[config.mk]
export PLATFORM = sky130hd
export DESIGN_NAME = utf8_validating_decoder_unit
export DESIGN_NICKNAME = d
export VERILOG_FILES = /design/src/hw/rtl/uvd_pkg.sv /design/src/hw/rtl/uvd_in_stage.sv /design/src/hw/rtl/uvd_decode.sv /design/src/hw/rtl/uvd_out_stage.sv /design/src/hw/rtl/utf8_validating_decoder_unit.sv
export SDC_FILE = /design/constraint.sdc
export NUM_CORES = 1
export LEC_CHECK = 0
export BUFFER_PORTS_ARGS = -buffer_cell sky130_fd_sc_hd__buf_2
export CORE_UTILIZATION = 46
export DETAILED_ROUTE_END_ITERATION = 12
export PLACE_DENSITY = 0.67
export SLEW_MARGIN = 20
export SYNTH_ARGS = -nofsm -noshare
export SYNTH_HDL_FRONTEND = slang
export SYNTH_SLANG_ARGS = --single-unit
export TNS_END_PERCENT = 5
[constraint.sdc]
create_clock -name clock -period 8 [get_ports clock]
set_clock_uncertainty 0.15 [all_clocks]
set_input_delay 1.2 -clock clock [delete_from_list [all_inputs] [get_ports clock]]
set_output_delay 1.2 -clock clock [all_outputs]
set_load 0.02 [all_outputs]
[src/hw/rtl/uvd_pkg.sv]
// Shared types, status codes and constants for the UTF-8 validating decoder.
// No dependencies; imported by every module of the block.
`timescale 1ns / 1ps
`default_nettype none

package uvd_pkg;

   // Longest legacy sequence the decoder handles by default
   localparam int MAX_SEQUENCE_BYTES_DEFAULT = 6;

   // Byte masks and value limits
   localparam logic [7:0]  CONT_MASK      = 8'hC0;
   localparam logic [7:0]  CONT_TAG       = 8'h80;
   localparam logic [7:0]  PAYLOAD_MASK   = 8'h3F;
   localparam logic [30:0] SURROGATE_LO   = 31'h0000D800;
   localparam logic [30:0] SURROGATE_HI   = 31'h0000DFFF;
   localparam logic [30:0] NONCHAR_LO     = 31'h0000FDD0;
   localparam logic [30:0] NONCHAR_HI     = 31'h0000FDEF;
   localparam logic [30:0] NONCHAR_TAIL   = 31'h0000FFFE;
   localparam logic [30:0] PLANE_LIMIT    = 31'h00110000;

   // Result status codes
   typedef enum logic [2:0] {
      ST_OK        = 3'd0,
      ST_BAD_START = 3'd1,
      ST_BAD_CONT  = 3'd2,
      ST_TRUNCATED = 3'd3,
      ST_OVERLONG  = 3'd4,
      ST_SURROGATE = 3'd5,
      ST_NONCHAR   = 3'd6
   } uvd_status_type;

   // One input byte
   typedef struct packed {
      logic [7:0] data_byte;
      logic       last_byte;
   } uvd_item_type;

   // One decoded result
   typedef struct packed {
      logic [30:0]    code_point;
      logic [2:0]     char_length;
      uvd_status_type status;
   } uvd_result_type;

endpackage

`default_nettype wire

[src/hw/rtl/uvd_in_stage.sv]
// Input register of the decoder: holds one accepted byte until the core takes it.
// Depends on uvd_pkg.
`timescale 1ns / 1ps
`default_nettype none

module uvd_in_stage
   import uvd_pkg::*;
(
   input  wire logic         clock,
   input  wire logic         reset,
   input  wire logic         req_tvalid,
   output logic              req_tready,
   input  wire logic [7:0]   req_tdata,   // data_byte[7:0]
   input  wire logic         req_tlast,   // last_byte
   input  wire logic         take,
   output logic              item_valid,
   output uvd_item_type      item
);

   logic         valid_ff, valid_in;
   uvd_item_type item_ff;

   // Free when empty or when the held byte leaves this cycle
   assign req_tready = !valid_ff || take;
   assign valid_in   = req_tready ? req_tvalid : valid_ff;

   always_ff @(posedge clock) begin
      if (reset) begin
         valid_ff <= 1'b0;
      end else begin
         valid_ff <= valid_in;
      end
   end

   // Payload captured on each accepted transaction
   always_ff @(posedge clock) begin
      if (req_tvalid && req_tready) begin
         item_ff.data_byte <= req_tdata;
         item_ff.last_byte <= req_tlast;
      end
   end

   assign item_valid = valid_ff;
   assign item       = item_ff;

endmodule

`default_nettype wire

[src/hw/rtl/uvd_decode.sv]
// Decoder core: sequence state registers and the single-pass byte step logic.
// Depends on uvd_pkg.
`timescale 1ns / 1ps
`default_nettype none

module uvd_decode
   import uvd_pkg::*;
#(
   parameter int MAX_SEQUENCE_BYTES = MAX_SEQUENCE_BYTES_DEFAULT
)
(
   input  wire logic         clock,
   input  wire logic         reset,
   input  wire uvd_item_type item,
   input  wire logic         advance,
   output logic              has_result,
   output uvd_result_type    result
);

   localparam logic [2:0] MAX_LEN = 3'(MAX_SEQUENCE_BYTES);

   logic [2:0]  remaining_ff, remaining_in;
   logic [2:0]  seq_len_ff, seq_len_in;
   logic [30:0] acc_ff, acc_in;

   logic [7:0]  b;
   logic        last;
   logic [3:0]  ones;
   logic [2:0]  start_len;
   logic [30:0] acc_next;
   logic [30:0] chk_value;
   logic [2:0]  min_len;
   uvd_status_type chk_status;

   assign b    = item.data_byte;
   assign last = item.last_byte;

   // Run of leading ones in the byte
   always_comb begin
      if      (!b[7]) ones = 4'd0;
      else if (!b[6]) ones = 4'd1;
      else if (!b[5]) ones = 4'd2;
      else if (!b[4]) ones = 4'd3;
      else if (!b[3]) ones = 4'd4;
      else if (!b[2]) ones = 4'd5;
      else if (!b[1]) ones = 4'd6;
      else if (!b[0]) ones = 4'd7;
      else            ones = 4'd8;
   end

   assign start_len = (ones == 4'd0) ? 3'd1 : ones[2:0];
   assign acc_next  = {acc_ff[24:0], b[5:0] & PAYLOAD_MASK[5:0]};
   assign chk_value = acc_next;

   // Shortest encoding of the completed value
   always_comb begin
      if      (chk_value < 31'h00000080) min_len = 3'd1;
      else if (chk_value < 31'h00000800) min_len = 3'd2;
      else if (chk_value < 31'h00010000) min_len = 3'd3;
      else if (chk_value < 31'h00200000) min_len = 3'd4;
      else if (chk_value < 31'h04000000) min_len = 3'd5;
      else                               min_len = 3'd6;
   end

   // Completion checks: overlong, then surrogate, then noncharacter
   always_comb begin
      if (min_len < seq_len_ff) begin
         chk_status = ST_OVERLONG;
      end else if (chk_value >= SURROGATE_LO && chk_value <= SURROGATE_HI) begin
         chk_status = ST_SURROGATE;
      end else if (chk_value >= NONCHAR_LO && chk_value <= NONCHAR_HI) begin
         chk_status = ST_NONCHAR;
      end else if ((chk_value & NONCHAR_TAIL) == NONCHAR_TAIL && chk_value < PLANE_LIMIT) begin
         chk_status = ST_NONCHAR;
      end else begin
         chk_status = ST_OK;
      end
   end

   // Byte step: next state and the result it causes
   always_comb begin
      remaining_in       = remaining_ff;
      seq_len_in         = seq_len_ff;
      acc_in             = acc_ff;
      has_result         = 1'b0;
      result.code_point  = '0;
      result.char_length = '0;
      result.status      = ST_OK;
      if (remaining_ff == 3'd0) begin
         if (ones == 4'd1 || ones > 4'd6 || start_len > MAX_LEN) begin
            // Stray continuation, FE/FF, or a sequence too long
            has_result    = 1'b1;
            result.status = ST_BAD_START;
         end else if (start_len == 3'd1) begin
            // Plain ASCII always passes the checks
            has_result         = 1'b1;
            result.code_point  = {24'd0, b[6:0]};
            result.char_length = 3'd1;
         end else if (last) begin
            has_result         = 1'b1;
            result.char_length = start_len;
            result.status      = ST_TRUNCATED;
         end else begin
            acc_in       = {23'd0, b & (8'hFF >> (ones + 4'd1))};
            seq_len_in   = start_len;
            remaining_in = start_len - 3'd1;
         end
      end else begin
         if (last && remaining_ff > 3'd1) begin
            has_result         = 1'b1;
            result.char_length = seq_len_ff;
            result.status      = ST_TRUNCATED;
         end else if ((b & CONT_MASK) != CONT_TAG) begin
            has_result         = 1'b1;
            result.char_length = seq_len_ff;
            result.status      = ST_BAD_CONT;
         end else if (remaining_ff == 3'd1) begin
            has_result         = 1'b1;
            result.code_point  = (chk_status == ST_OK) ? chk_value : 31'd0;
            result.char_length = seq_len_ff;
            result.status      = chk_status;
         end else begin
            acc_in       = acc_next;
            remaining_in = remaining_ff - 3'd1;
         end
      end
      // Any result returns the decoder to idle
      if (has_result) begin
         remaining_in = 3'd0;
         seq_len_in   = 3'd0;
         acc_in       = 31'd0;
      end
   end

   always_ff @(posedge clock) begin
      if (reset) begin
         remaining_ff <= 3'd0;
         seq_len_ff   <= 3'd0;
         acc_ff       <= 31'd0;
      end else if (advance) begin
         remaining_ff <= remaining_in;
         seq_len_ff   <= seq_len_in;
         acc_ff       <= acc_in;
      end
   end

`ifndef ASSERT_OFF
   // A byte marked last always leaves the decoder idle
   a_idle_after_last: assert property (@(posedge clock) disable iff (reset)
      advance && last |=> remaining_ff == 3'd0)
      else $error("decoder not idle after last byte");

   // Owed bytes never reach the sequence length
   a_remaining_bound: assert property (@(posedge clock) disable iff (reset)
      remaining_ff != 3'd0 |-> remaining_ff < seq_len_ff && seq_len_ff <= MAX_LEN)
      else $error("owed byte count out of range");

   // Idle state carries no partial sequence
   a_idle_clean: assert property (@(posedge clock) disable iff (reset)
      remaining_ff == 3'd0 |-> seq_len_ff == 3'd0 && acc_ff == 31'd0)
      else $error("idle decoder holds a partial sequence");

   // Error results never carry a code point
   a_error_zero: assert property (@(posedge clock) disable iff (reset)
      has_result && result.status != ST_OK |-> result.code_point == 31'd0)
      else $error("error result with nonzero code point");
`endif

endmodule

`default_nettype wire

[src/hw/rtl/uvd_out_stage.sv]
// Result register of the decoder: holds one result until the consumer takes it.
// Depends on uvd_pkg.
`timescale 1ns / 1ps
`default_nettype none

module uvd_out_stage
   import uvd_pkg::*;
(
   input  wire logic           clock,
   input  wire logic           reset,
   input  wire logic           push,
   input  wire uvd_result_type result,
   output logic                free,
   output logic                rsp_tvalid,
   input  wire logic           rsp_tready,
   output logic [39:0]         rsp_tdata,  // code_point[30:0], char_length[33:31], zero fill
   output logic [2:0]          rsp_tuser   // status[2:0]
);

   logic           valid_ff, valid_in;
   uvd_result_type result_ff;

   // Room for a new result when empty or when the held one is taken now
   assign free     = !valid_ff || rsp_tready;
   assign valid_in = push || (valid_ff && !rsp_tready);

   always_ff @(posedge clock) begin
      if (reset) begin
         valid_ff <= 1'b0;
      end else begin
         valid_ff <= valid_in;
      end
   end

   always_ff @(posedge clock) begin
      if (push) begin
         result_ff <= result;
      end
   end

   assign rsp_tvalid = valid_ff;
   assign rsp_tdata  = {6'd0, result_ff.char_length, result_ff.code_point};
   assign rsp_tuser  = result_ff.status;

endmodule

`default_nettype wire

[src/hw/rtl/utf8_validating_decoder_unit.sv]
// Top level of the UTF-8 validating decoder: input register, decode core, result register.
// Depends on uvd_pkg, uvd_in_stage, uvd_decode and uvd_out_stage.
`timescale 1ns / 1ps
`default_nettype none

// Decodes legacy UTF-8 (1 to MAX_SEQUENCE_BYTES bytes per character) one byte per
// transaction on the req_ stream, tlast marking the buffer's final byte. Each completed
// sequence or detected error gives one rsp_ transaction with the code point and length
// in tdata and the status in tuser; start and intermediate bytes of a good sequence give
// none. The block accepts one byte every cycle while req_tready is high; each byte passes
// from the input register through the combinational decode step, and its result, if any,
// is held in the result register and presented on rsp_ until taken. Backpressure on
// rsp_ stalls req_ only once both registers are full. No initialization pass is needed
// after reset.
module utf8_validating_decoder_unit
   import uvd_pkg::*;
#(
   parameter int MAX_SEQUENCE_BYTES = MAX_SEQUENCE_BYTES_DEFAULT
)
(
   input  wire logic        clock,
   input  wire logic        reset,
   input  wire logic        req_tvalid,
   output logic             req_tready,
   input  wire logic [7:0]  req_tdata,   // data_byte[7:0]
   input  wire logic        req_tlast,   // last_byte
   output logic             rsp_tvalid,
   input  wire logic        rsp_tready,
   output logic [39:0]      rsp_tdata,   // code_point[30:0], char_length[33:31], zero fill
   output logic [2:0]       rsp_tuser    // status[2:0]
);

   logic           item_valid;
   uvd_item_type   item;
   logic           has_result;
   uvd_result_type result;
   logic           out_free;
   logic           advance;

   // Step the core when a byte waits and its result, if any, has somewhere to go
   assign advance = item_valid && (!has_result || out_free);

   uvd_in_stage u_in_stage (
      .clock      (clock),
      .reset      (reset),
      .req_tvalid (req_tvalid),
      .req_tready (req_tready),
      .req_tdata  (req_tdata),
      .req_tlast  (req_tlast),
      .take       (advance),
      .item_valid (item_valid),
      .item       (item)
   );

   uvd_decode #(
      .MAX_SEQUENCE_BYTES (MAX_SEQUENCE_BYTES)
   ) u_decode (
      .clock      (clock),
      .reset      (reset),
      .item       (item),
      .advance    (advance),
      .has_result (has_result),
      .result     (result)
   );

   uvd_out_stage u_out_stage (
      .clock      (clock),
      .reset      (reset),
      .push       (advance && has_result),
      .result     (result),
      .free       (out_free),
      .rsp_tvalid (rsp_tvalid),
      .rsp_tready (rsp_tready),
      .rsp_tdata  (rsp_tdata),
      .rsp_tuser  (rsp_tuser)
   );

endmodule

`default_nettype wire
# --- After elaboration in Yosys (flattened, before gate mapping) ---
# Cells that the tools add are included.
classes:
  n_lt_le_gt_ge: 14
  bitwise_logic: 1
  n_shift: 1
  addsub: 3
  n_eq_ne: 14
  reduce_logical: 24
  n_mux: 59
ops:
  columns: ["operator", "count"]
  rows:
  - ["25-bit 2-to-1 mux", 8]
  - ["31-bit 2-to-1 mux", 3]
  - ["3-bit 2-to-1 mux", 25]
  - ["37-bit 2-to-1 mux", 2]
  - ["31-bit by 16-bit >= comparator with 1-bit output (second input constant)", 2]
  - ["31-bit by 16-bit <= comparator with 1-bit output (second input constant)", 2]
  - ["4-bit 2-to-1 mux", 8]
  - ["31-bit by 12-bit < comparator with 1-bit output (second input constant)", 1]
  - ["31-bit by 17-bit < comparator with 1-bit output (second input constant)", 1]
  - ["31-bit by 21-bit < comparator with 1-bit output (second input constant)", 1]
  - ["31-bit by 22-bit < comparator with 1-bit output (second input constant)", 1]
  - ["31-bit by 27-bit < comparator with 1-bit output (second input constant)", 1]
  - ["31-bit by 8-bit < comparator with 1-bit output (second input constant)", 1]
  - ["6-bit 2-to-1 mux", 3]
  - ["15-bit equality test (second input constant)", 1]
  - ["10-bit 2-to-1 mux", 1]
  - ["3-bit by 2-bit != test with 1-bit output (second input constant)", 3]
  - ["3-bit != test (second input constant)", 3]
  - ["8-bit bitwise AND", 1]
  - ["1-bit logical AND", 8]
  - ["2-bit != test (second input constant)", 4]
  - ["8-bit by 4-bit right shift with 8-bit output (first input constant)", 1]
  - ["1-bit 2-to-1 mux", 7]
  - ["7-bit 2-to-1 mux", 1]
  - ["other kinds (16)", 27]
totals:
  ff_bits: 79
  word_cells: 126

# --- Depth between registers and ports, before layout ---
# Gate-level depths: netlist (run 1).
depth:
  depth_word: 19
  mapped_depth: 16
  mapped_depth_nobuf: 13

# --- Modules after synthesis ---
# Synthesis (run 1) repeated with hierarchy kept, for this count alone.
hier_totals:
  cells_unflattened: 330
  hier_area_um2: 3756.1
by_module_without_submodules:
  columns: ["module", "n_inst", "area_each_um2", "cells_per_inst", "seq_area_each_um2"]
  rows:
  - ["uvd_decode", 1, 2205.9, 265, 620.6]
  - ["uvd_out_stage", 1, 1206.2, 48, 1131.1]
  - ["uvd_in_stage", 1, 325.3, 14, 290.3]
  - ["utf8_validating_decoder_unit", 1, 18.8, 3, 0.0]

# --- Least setup slack after synthesis (run 1) ---
# Ideal clock, no wire load.
synth_timing:
  path_kind: "reg2reg"
  start: "register u_in_stage.item_ff (netlist bit u_in_stage.item[5])"
  end: "register u_out_stage.result_ff (netlist bit u_out_stage.rsp_tdata[0]), enable pin"
  required_ps: 7419
  stages_incl_launch_ff: 15
  arrival_ps: 4133
  period_less_slack_ps: 4714
  path_slack_ps: 3286
  path_cell_list: "edfxtp_1 -> buf_2 -> inv_1 -> o221ai_1 -> a21boi_0 -> inv_1 -> ha_1 -> a21oi_1 -> inv_1 -> ha_1 -> o21ai_2 -> a41oi_4 -> a21o_1 -> buf_2 -> nor2_1"
synth_via:
  elab_chain_len: 14
  word_cells_on_any_way: 19
  cone_classes: "2 x order compare; 2 x eq/ne; 8 x mux; 7 x reduce/logical"
synth_rtl:
  columns: ["element", "line_no", "text"]
  rows:
  - ["start, declared", "uvd_in_stage.sv:21", "uvd_item_type item_ff;"]
  - ["4-bit 2-to-1 mux *", "uvd_decode.sv:43", "else if (!b[4]) ones = 4'd3;"]
  - ["4-bit 2-to-1 mux *", "uvd_decode.sv:42", "else if (!b[5]) ones = 4'd2;"]
  - ["4-bit 2-to-1 mux *", "uvd_decode.sv:41", "else if (!b[6]) ones = 4'd1;"]
  - ["4-bit 2-to-1 mux *", "uvd_decode.sv:40", "if (!b[7]) ones = 4'd0;"]
  - ["4-bit zero test", "uvd_decode.sv:51", "assign start_len = (ones == 4'd0) ? 3'd1 : ones[2:0];"]
  - ["3-bit 2-to-1 mux", "uvd_decode.sv:51", null]
  - ["3-bit > comparator / 3-bit by 1-bit equality test with 1-bit output (equally long branches)", "uvd_decode.sv:90, uvd_decode.sv:94", null]
  - ["1-bit logical OR / 1-bit 2-to-1 mux (equally long branches)", "uvd_decode.sv:90, uvd_decode.sv:94", null]
  - ["1-bit 2-to-1 mux *", "uvd_decode.sv:90", "if (ones == 4'd1 || ones > 4'd6 || start_len > MAX_LEN) begin"]
  - ["1-bit 2-to-1 mux *", "uvd_decode.sv:89", "if (remaining_ff == 3'd0) begin"]
  - ["1-bit zero test", "utf8_validating_decoder_unit.sv:41", "assign advance = item_valid && (!has_result || out_free);"]
  - ["1-bit logical OR", "utf8_validating_decoder_unit.sv:41", null]
  - ["1-bit logical AND", "utf8_validating_decoder_unit.sv:41", null]
  - ["1-bit logical AND *", "utf8_validating_decoder_unit.sv:69", ".push (advance && has_result),"]
  - ["named net u_out_stage.push", "uvd_out_stage.sv:11", "input wire logic push,"]
  - ["end signal, assigned", "uvd_out_stage.sv:37", "result_ff <= result;"]
  - ["end, declared", "uvd_out_stage.sv:21", "uvd_result_type result_ff;"]
# Mark *: on every way through the listed nets, which the timed path passes. The rest lies on a longest branch.
# A chain may end at the register's enable or synchronous reset.

# --- Worst setup path in the final report (run 1) ---
layout_timing:
  start: "register u_in_stage.item_ff (netlist bit u_in_stage.item[2])"
  end: "register u_out_stage.result_ff (netlist bit u_out_stage.rsp_tdata[13]), enable pin"
layout_via:
  elab_chain_len: 17
  word_cells_on_any_way: 22
  cone_classes: "2 x order compare; 2 x eq/ne; 11 x mux; 7 x reduce/logical"
layout_rtl:
  columns: ["element", "line_no", "text"]
  rows:
  - ["4-bit 2-to-1 mux *", "uvd_decode.sv:46", "else if (!b[1]) ones = 4'd6;"]
  - ["4-bit 2-to-1 mux *", "uvd_decode.sv:45", "else if (!b[2]) ones = 4'd5;"]
  - ["4-bit 2-to-1 mux *", "uvd_decode.sv:44", "else if (!b[3]) ones = 4'd4;"]
  - ["4-bit 2-to-1 mux *", "uvd_decode.sv:43", null]
  - ["4-bit 2-to-1 mux *", "uvd_decode.sv:42", null]
  - ["4-bit 2-to-1 mux *", "uvd_decode.sv:41", null]
  - ["4-bit 2-to-1 mux *", "uvd_decode.sv:40", null]
  - ["4-bit zero test", "uvd_decode.sv:51", null]
  - ["[... 2 more ...]", null, null]
  - ["1-bit logical OR / 1-bit 2-to-1 mux (equally long branches)", "uvd_decode.sv:90, uvd_decode.sv:94", null]
  - ["1-bit 2-to-1 mux *", "uvd_decode.sv:90", null]
  - ["1-bit 2-to-1 mux *", "uvd_decode.sv:89", null]
  - ["1-bit zero test", "utf8_validating_decoder_unit.sv:41", null]
  - ["1-bit logical OR", "utf8_validating_decoder_unit.sv:41", null]
  - ["1-bit logical AND", "utf8_validating_decoder_unit.sv:41", null]
  - ["1-bit logical AND *", "utf8_validating_decoder_unit.sv:69", null]
  - ["named net u_out_stage.push", "uvd_out_stage.sv:11", null]
# Marks and branches as above.

==> flow_metrics.tcl, run 1 <==
set metrics [dict create \
    finalCriticalPeriod_ns 4.758 \
    clk_latency_ns 0.36 \
    rsz0062_at_grt "no" \
    crit_type "reg -> reg" \
    slew_headroom_pct 29.76 \
    die-area_um2 8686 \
    final_common_cell "buf_2" \
    cts_sinks 79 \
    synth_edf_count 46 \
    gp_congestion 0.8972 \
    netlist_area_um2 3826 \
    setup_tns_ns 0 \
    core_area_um2 7888 \
    grt_pass1_wl_um 13250 \
    cts_made_buffers 9 \
    yosysSeqAreaShare_pct 53.37 \
    start_util_pct 48.51 \
    fmax_ghz 0.2102 \
    cts_tree "built" \
    crit_required_ns 7.82 \
    syn_avg_cell_area_um2 10.72 \
    multi_input_area_um2 1615 \
    ys_ff_latch 79 \
    antenna_cells 0 \
    critPathMaxFanout 37 \
    hpwl_um 5740 \
    p_per_area_nw_per_um2 203.2 \
    min-delay-path-class "reg -> reg" \
    grt_usage_pct 20.08 \
    via_count 2825 \
    setup-violations-final 0 \
    clk_path_buf_depth 2 \
    die_w_um 93.20 \
    wl_um 8153 \
    final_cell_mix "51 x buf_2, 46 x edfxtp_1, 39 x nand2_1, 33 x dfxtp_1, 30 x a21oi_1" \
    instances_no_fill 506 \
    async_flop_share_pct 0 \
    antenna_found_initial 0 \
    drt_iter0_drc 154 \
    synth_ff_type "edfxtp_1" \
    ctsHoldBuffers 0 \
    yosysWarningCount 0 \
    status "completed" \
    drc 0 \
    ios 58 \
    fin_util_pct 54.68 \
    dpl.cell_count 490 \
    start_kind "register" \
    cts-root-buf "clkbuf_8" \
    tightestPinTransition_ns 1.051 \
    peakVddDrop_v 0.00009316 \
    fillers 702 \
    total_power_mw 0.8763 \
    post-route-period-util_pct 59.47 \
    clk_pin_slew_ns 0.09 \
    power.leakage_nw 1.589 \
    grt_overflow_total 0 \
    maxSlewViolCount 0 \
    routed_via_density 5.583 \
    design_area_um2 4313 \
    dr.pass1.iters 5 \
    netlist_instances 357 \
    finalHoldViolations 0 \
    post_cts_resize_count 0 \
    grt_pass1_vias 2576 \
    cts_setup_buffers 0 \
    wl_per_cell_um 16.11 \
    nets 425 \
    port_buffers 51 \
    htree_levels 3 \
    crit_arrival_ns 4.58 \
    antenna_left 0 \
    postPlaceCellArea_um2 4093 \
    end_kind "register" \
    max_cap_violations 0 \
    row_count 32 \
    ys_types 64 \
    grt_max_degree 38 \
    regArea_um2 2042 \
    die_h_um 93.20 \
    area_growth_pct 12.72 \
    drive_gt1_share_pct 23.02 \
]
==> path summary, 6_finish.rpt <==
| path | start | end | slack, ns | depth (start not counted) |
|---|---|---|---|---|
| setup reg to reg | u_in_stage.item[2] | u_out_stage.rsp_tdata[13] | 3.24 | 12 |
| hold reg to reg | u_decode.acc_ff[21] | u_decode.acc_ff[21] | 0.32 | 2 |
| setup / recovery | u_in_stage.item[2] | u_out_stage.rsp_tdata[13] | 3.24 | 12 |
| hold / removal | u_decode.acc_ff[21] | u_decode.acc_ff[21] | 0.32 | 2 |
==> cell usage after synthesis (all sizes together) (4+ instances only) <==
master  count  area, um2
nand4       5      37.53
nand2      40      152.6
nor3        5      36.29
o211ai      5      51.30
o21ai       8      47.55
and2       23      153.9
dfxtp      33      660.6
buf        15      110.1
a22o        5      45.04
nor2       16      60.06
edfxtp     46       1381
nor4        6      52.55
o21a        6      45.04
a31oi       5      31.28
a21oi      31      158.9
inv        14      52.55
ha         13      162.7
nor2b       4      32.53
nand3      22      110.1
clkbuf     10      38.78
or4         5      48.79
==> logic make-up after synthesis <==
logic type,Yosys count,share of synthesized area [%]
simple gates,137,20.01
compound gates,84,16.09
flops,79,53.37
buf+inv,39,5.265
fa+ha+maj,13,4.251
xor+xnor,4,0.9158
other cells,1,0.09801
==> metrics by stage <==
| stage | hold slack, ns | worst slack (ns) |
|---|---|---|
| 6_report | 0.3206 | 3.242 |
| 5_1_grt | 0.3367 | 2.841 |
| 4_1_cts | 0.3205 | 3.227 |
| 3_5_place_dp | 0.3099 | 3.278 |
| 3_3_place_gp | 0.3035 | 3.441 |
| 2_1_floorplan | 0.2897 | 3.286 |
==> power by group <==
part	switching, mW	internal (mW)	leakage (nW)	total, mW
clock network	0.150	0.177	0.103	0.328
registers	0.0108	0.446	0.712	0.457
logic	0.0625	0.0294	0.773	0.0919
==> sequential cells by signal, indices dropped and copies added, names as in the netlist <==
register / count
u_in_stage.item_valid: 1
u_out_stage.rsp_tvalid: 1
u_decode.acc_ff: 25
u_out_stage.rsp_tuser: 3
u_decode.remaining_ff: 3
u_decode.seq_len_ff: 3
u_out_stage.rsp_tdata: 34
u_in_stage.item: 9
==> routing by layer <==
metal | up-vias | share of wire (%) | global-route usage, %
li1 | 1383 | - | -
met1 | 1338 | 46 | 27.62
met2 | 95 | 47 | 30.27
met3 | 9 | 6.1 | 5.203
met4 | 0 | 0.99 | 7.821
met5 | - | 0 | 0
==> final cells by class <==
| cell class | count | area share, % |
|---|---|---|
| Multi-Input combinational cell | 244 | 37.45 |
| Sequential cell | 79 | 47.35 |
| Clock inverter | 6 | 2.147 |
| Inverter | 14 | 1.218 |
| Timing Repair Buffer | 51 | 5.918 |
| Tap cell | 102 | 2.959 |
| Clock buffer | 10 | 2.959 |
==> critical path, stage by stage, from the launching register on <==
cell and delay [ns]:
edfxtp_1 0.51, nand2_1 0.16, nand3_1 0.09, a31oi_1 0.54
inv_1 0.22, ha_1 0.26, a21oi_1 0.26, inv_1 0.10
ha_1 0.21, o21ai_2 0.13, a41oi_4 0.20, a21o_1 0.55
nor2_4 0.96
Note: power is estimated with default switching activity, not from simulation.
==> run 2: changes to the inputs <==
--- a/config.mk
+++ b/config.mk
@@ -8,7 +8,7 @@
 export BUFFER_PORTS_ARGS = -buffer_cell sky130_fd_sc_hd__buf_2
 export CORE_UTILIZATION = 46
 export DETAILED_ROUTE_END_ITERATION = 12
-export PLACE_DENSITY = 0.67
+export PLACE_DENSITY = 0.69
 export SLEW_MARGIN = 20
 export SYNTH_ARGS = -nofsm -noshare
 export SYNTH_HDL_FRONTEND = slang
==> constraint.sdc (replaced) <==
create_clock -name clock -period 3.95 [get_ports clock]
set_clock_uncertainty 0.15 [all_clocks]
set_input_delay 0.5925 -clock clock [delete_from_list [all_inputs] [get_ports clock]]
set_output_delay 0.5925 -clock clock [all_outputs]
set_load 0.02 [all_outputs]
==> flow_metrics.tcl, run 2 (synthesis results as in run 1) <==
set metrics [dict create \
    grt_max_degree 38 \
    gp_congestion 0.9889 \
    wl_per_cell_um 15.87 \
    crit_type "reg -> out" \
    ios 58 \
    start_kind "register" \
    clk_latency_ns 0.37 \
    antenna_found_initial 0 \
    finalCriticalPeriod_ns 3.741 \
    peakVddDrop_v 0.0001870 \
    antenna_left 0 \
    core_area_um2 7888 \
    status "completed" \
    largest_reg_flops 34 \
    die-area_um2 8686 \
    total_power_mw 1.815 \
    max_cap_violations 0 \
    critPathMaxFanout 6 \
    cts_made_buffers 9 \
    cts_tree "built" \
    tightestPinTransition_ns 0.7557 \
    grt_pass1_wl_um 13070 \
    fin_util_pct 56.42 \
    post-route-period-util_pct 94.72 \
    setup_tns_ns 0 \
    fmax_ghz 0.2673 \
    routed_via_density 5.695 \
    die_h_um 93.20 \
    dpl.cell_count 498 \
    grt_pass1_vias 2630 \
    final_cell_mix "51 x buf_2, 46 x edfxtp_1, 39 x nand2_1, 33 x dfxtp_1, 29 x a21oi_1" \
    postPlaceCellArea_um2 4159 \
    cts_sinks 79 \
    dr.pass1.iters 5 \
    cts-root-buf "clkbuf_8" \
    clk_pin_slew_ns 0.09 \
    finalHoldViolations 0 \
    nets 440 \
    wl_um 8269 \
    drc 0 \
    area_growth_pct 16.32 \
    port_buffers 51 \
    via_count 2967 \
    end_kind "output pin" \
    crit_required_ns 3.21 \
    hpwl_um 5713 \
    critPathMaxStageDelay_ns 0.47 \
    crit_arrival_ns 3.00 \
    crit_slowest_cell "edfxtp_1" \
    antenna_cells 0 \
    setup-violations-final 0 \
    power.leakage_nw 1.671 \
    grt_overflow_total 0 \
    drt_iter0_drc 162 \
    slew_headroom_pct 49.55 \
    grt_usage_pct 19.76 \
    min-delay-path-class "in -> reg" \
    die_w_um 93.20 \
    design_area_um2 4451 \
    drive_gt1_share_pct 26.01 \
    clk_path_buf_depth 2 \
    start_util_pct 48.51 \
    instances_no_fill 521 \
    row_count 32 \
    crit_path_cell_trace "nor2b_1 > o221ai_1 > a21boi_0 > buf_4 > inv_1 > ha_1 > a21oi_4 > inv_1 > ha_1 > o21ai_2 > a41oi_4 > nand3_1 > buf_2" \
    maxSlewViolCount 0 \
    p_per_area_nw_per_um2 407.7 \
    htree_levels 3 \
    final_common_cell "buf_2" \
    ctsHoldBuffers 0 \
]
run 2: per-stage QoR:
stage          worst slack, ns  hold WS (ns)
5_1_grt               -0.09372        0.2387
3_3_place_gp            0.6811        0.3030
6_report                0.2085        0.2424
4_1_cts                 0.1137        0.2342
2_1_floorplan           0.2667        0.2897
3_5_place_dp            0.5291        0.3142
run 2: area by class of cell:
| cell class | instances | area [um2] |
|---|---|---|
| clock inverters | 7 | 103.9 |
| flip-flops and latches | 79 | 2042 |
| multi-input cells | 244 | 1620 |
| fillers | 674 | 3437 |
| repair buffers | 66 | 380.4 |
| clock buffers | 9 | 123.9 |
| inverters | 14 | 52.55 |
| well taps | 102 | 127.6 |
run 2: path summary, 6_finish.rpt:
check	end	cells after the start	slack, ns	startpoint
worst max register to register	u_decode.acc_ff[3]	14	0.51	u_in_stage.item[1]
worst min register to register	u_decode.acc_ff[21]	2	0.32	u_decode.acc_ff[21]
worst max-delay path	req_tready	13	0.21	u_in_stage.item[1]
worst min-delay path	u_in_stage.item[7]	1	0.24	req_tdata[6]
run 2: what timing repair did:
action	CTS	global route
setup buffers	0	7
setup endpoints to repair	0	1
resized for setup	0	2
run 2: report_power, final:
group          internal (mW)  switching, mW
registers              0.902         0.0204
clock network          0.364          0.322
logic                 0.0731          0.133
total                   1.34          0.475
run 2: critical path: cells and delay by family, from the launching register on:
kind            cells  cell delay [ns]
buf+inv             4             0.54
flops               1             0.47
fa+ha+maj           2             0.43
simple gates        2             0.30
compound gates      5             0.89
run 2: metal layers:
metal	share of wire (%)	vias to the layer above	wire [um]	global-route usage, %
met5	0	-	0	0
met4	2.3	0	194	9.615
met1	47	1395	3870	26.97
met3	6.1	16	502	3.984
li1	-	1423	-	-
met2	45	133	3702	29.96
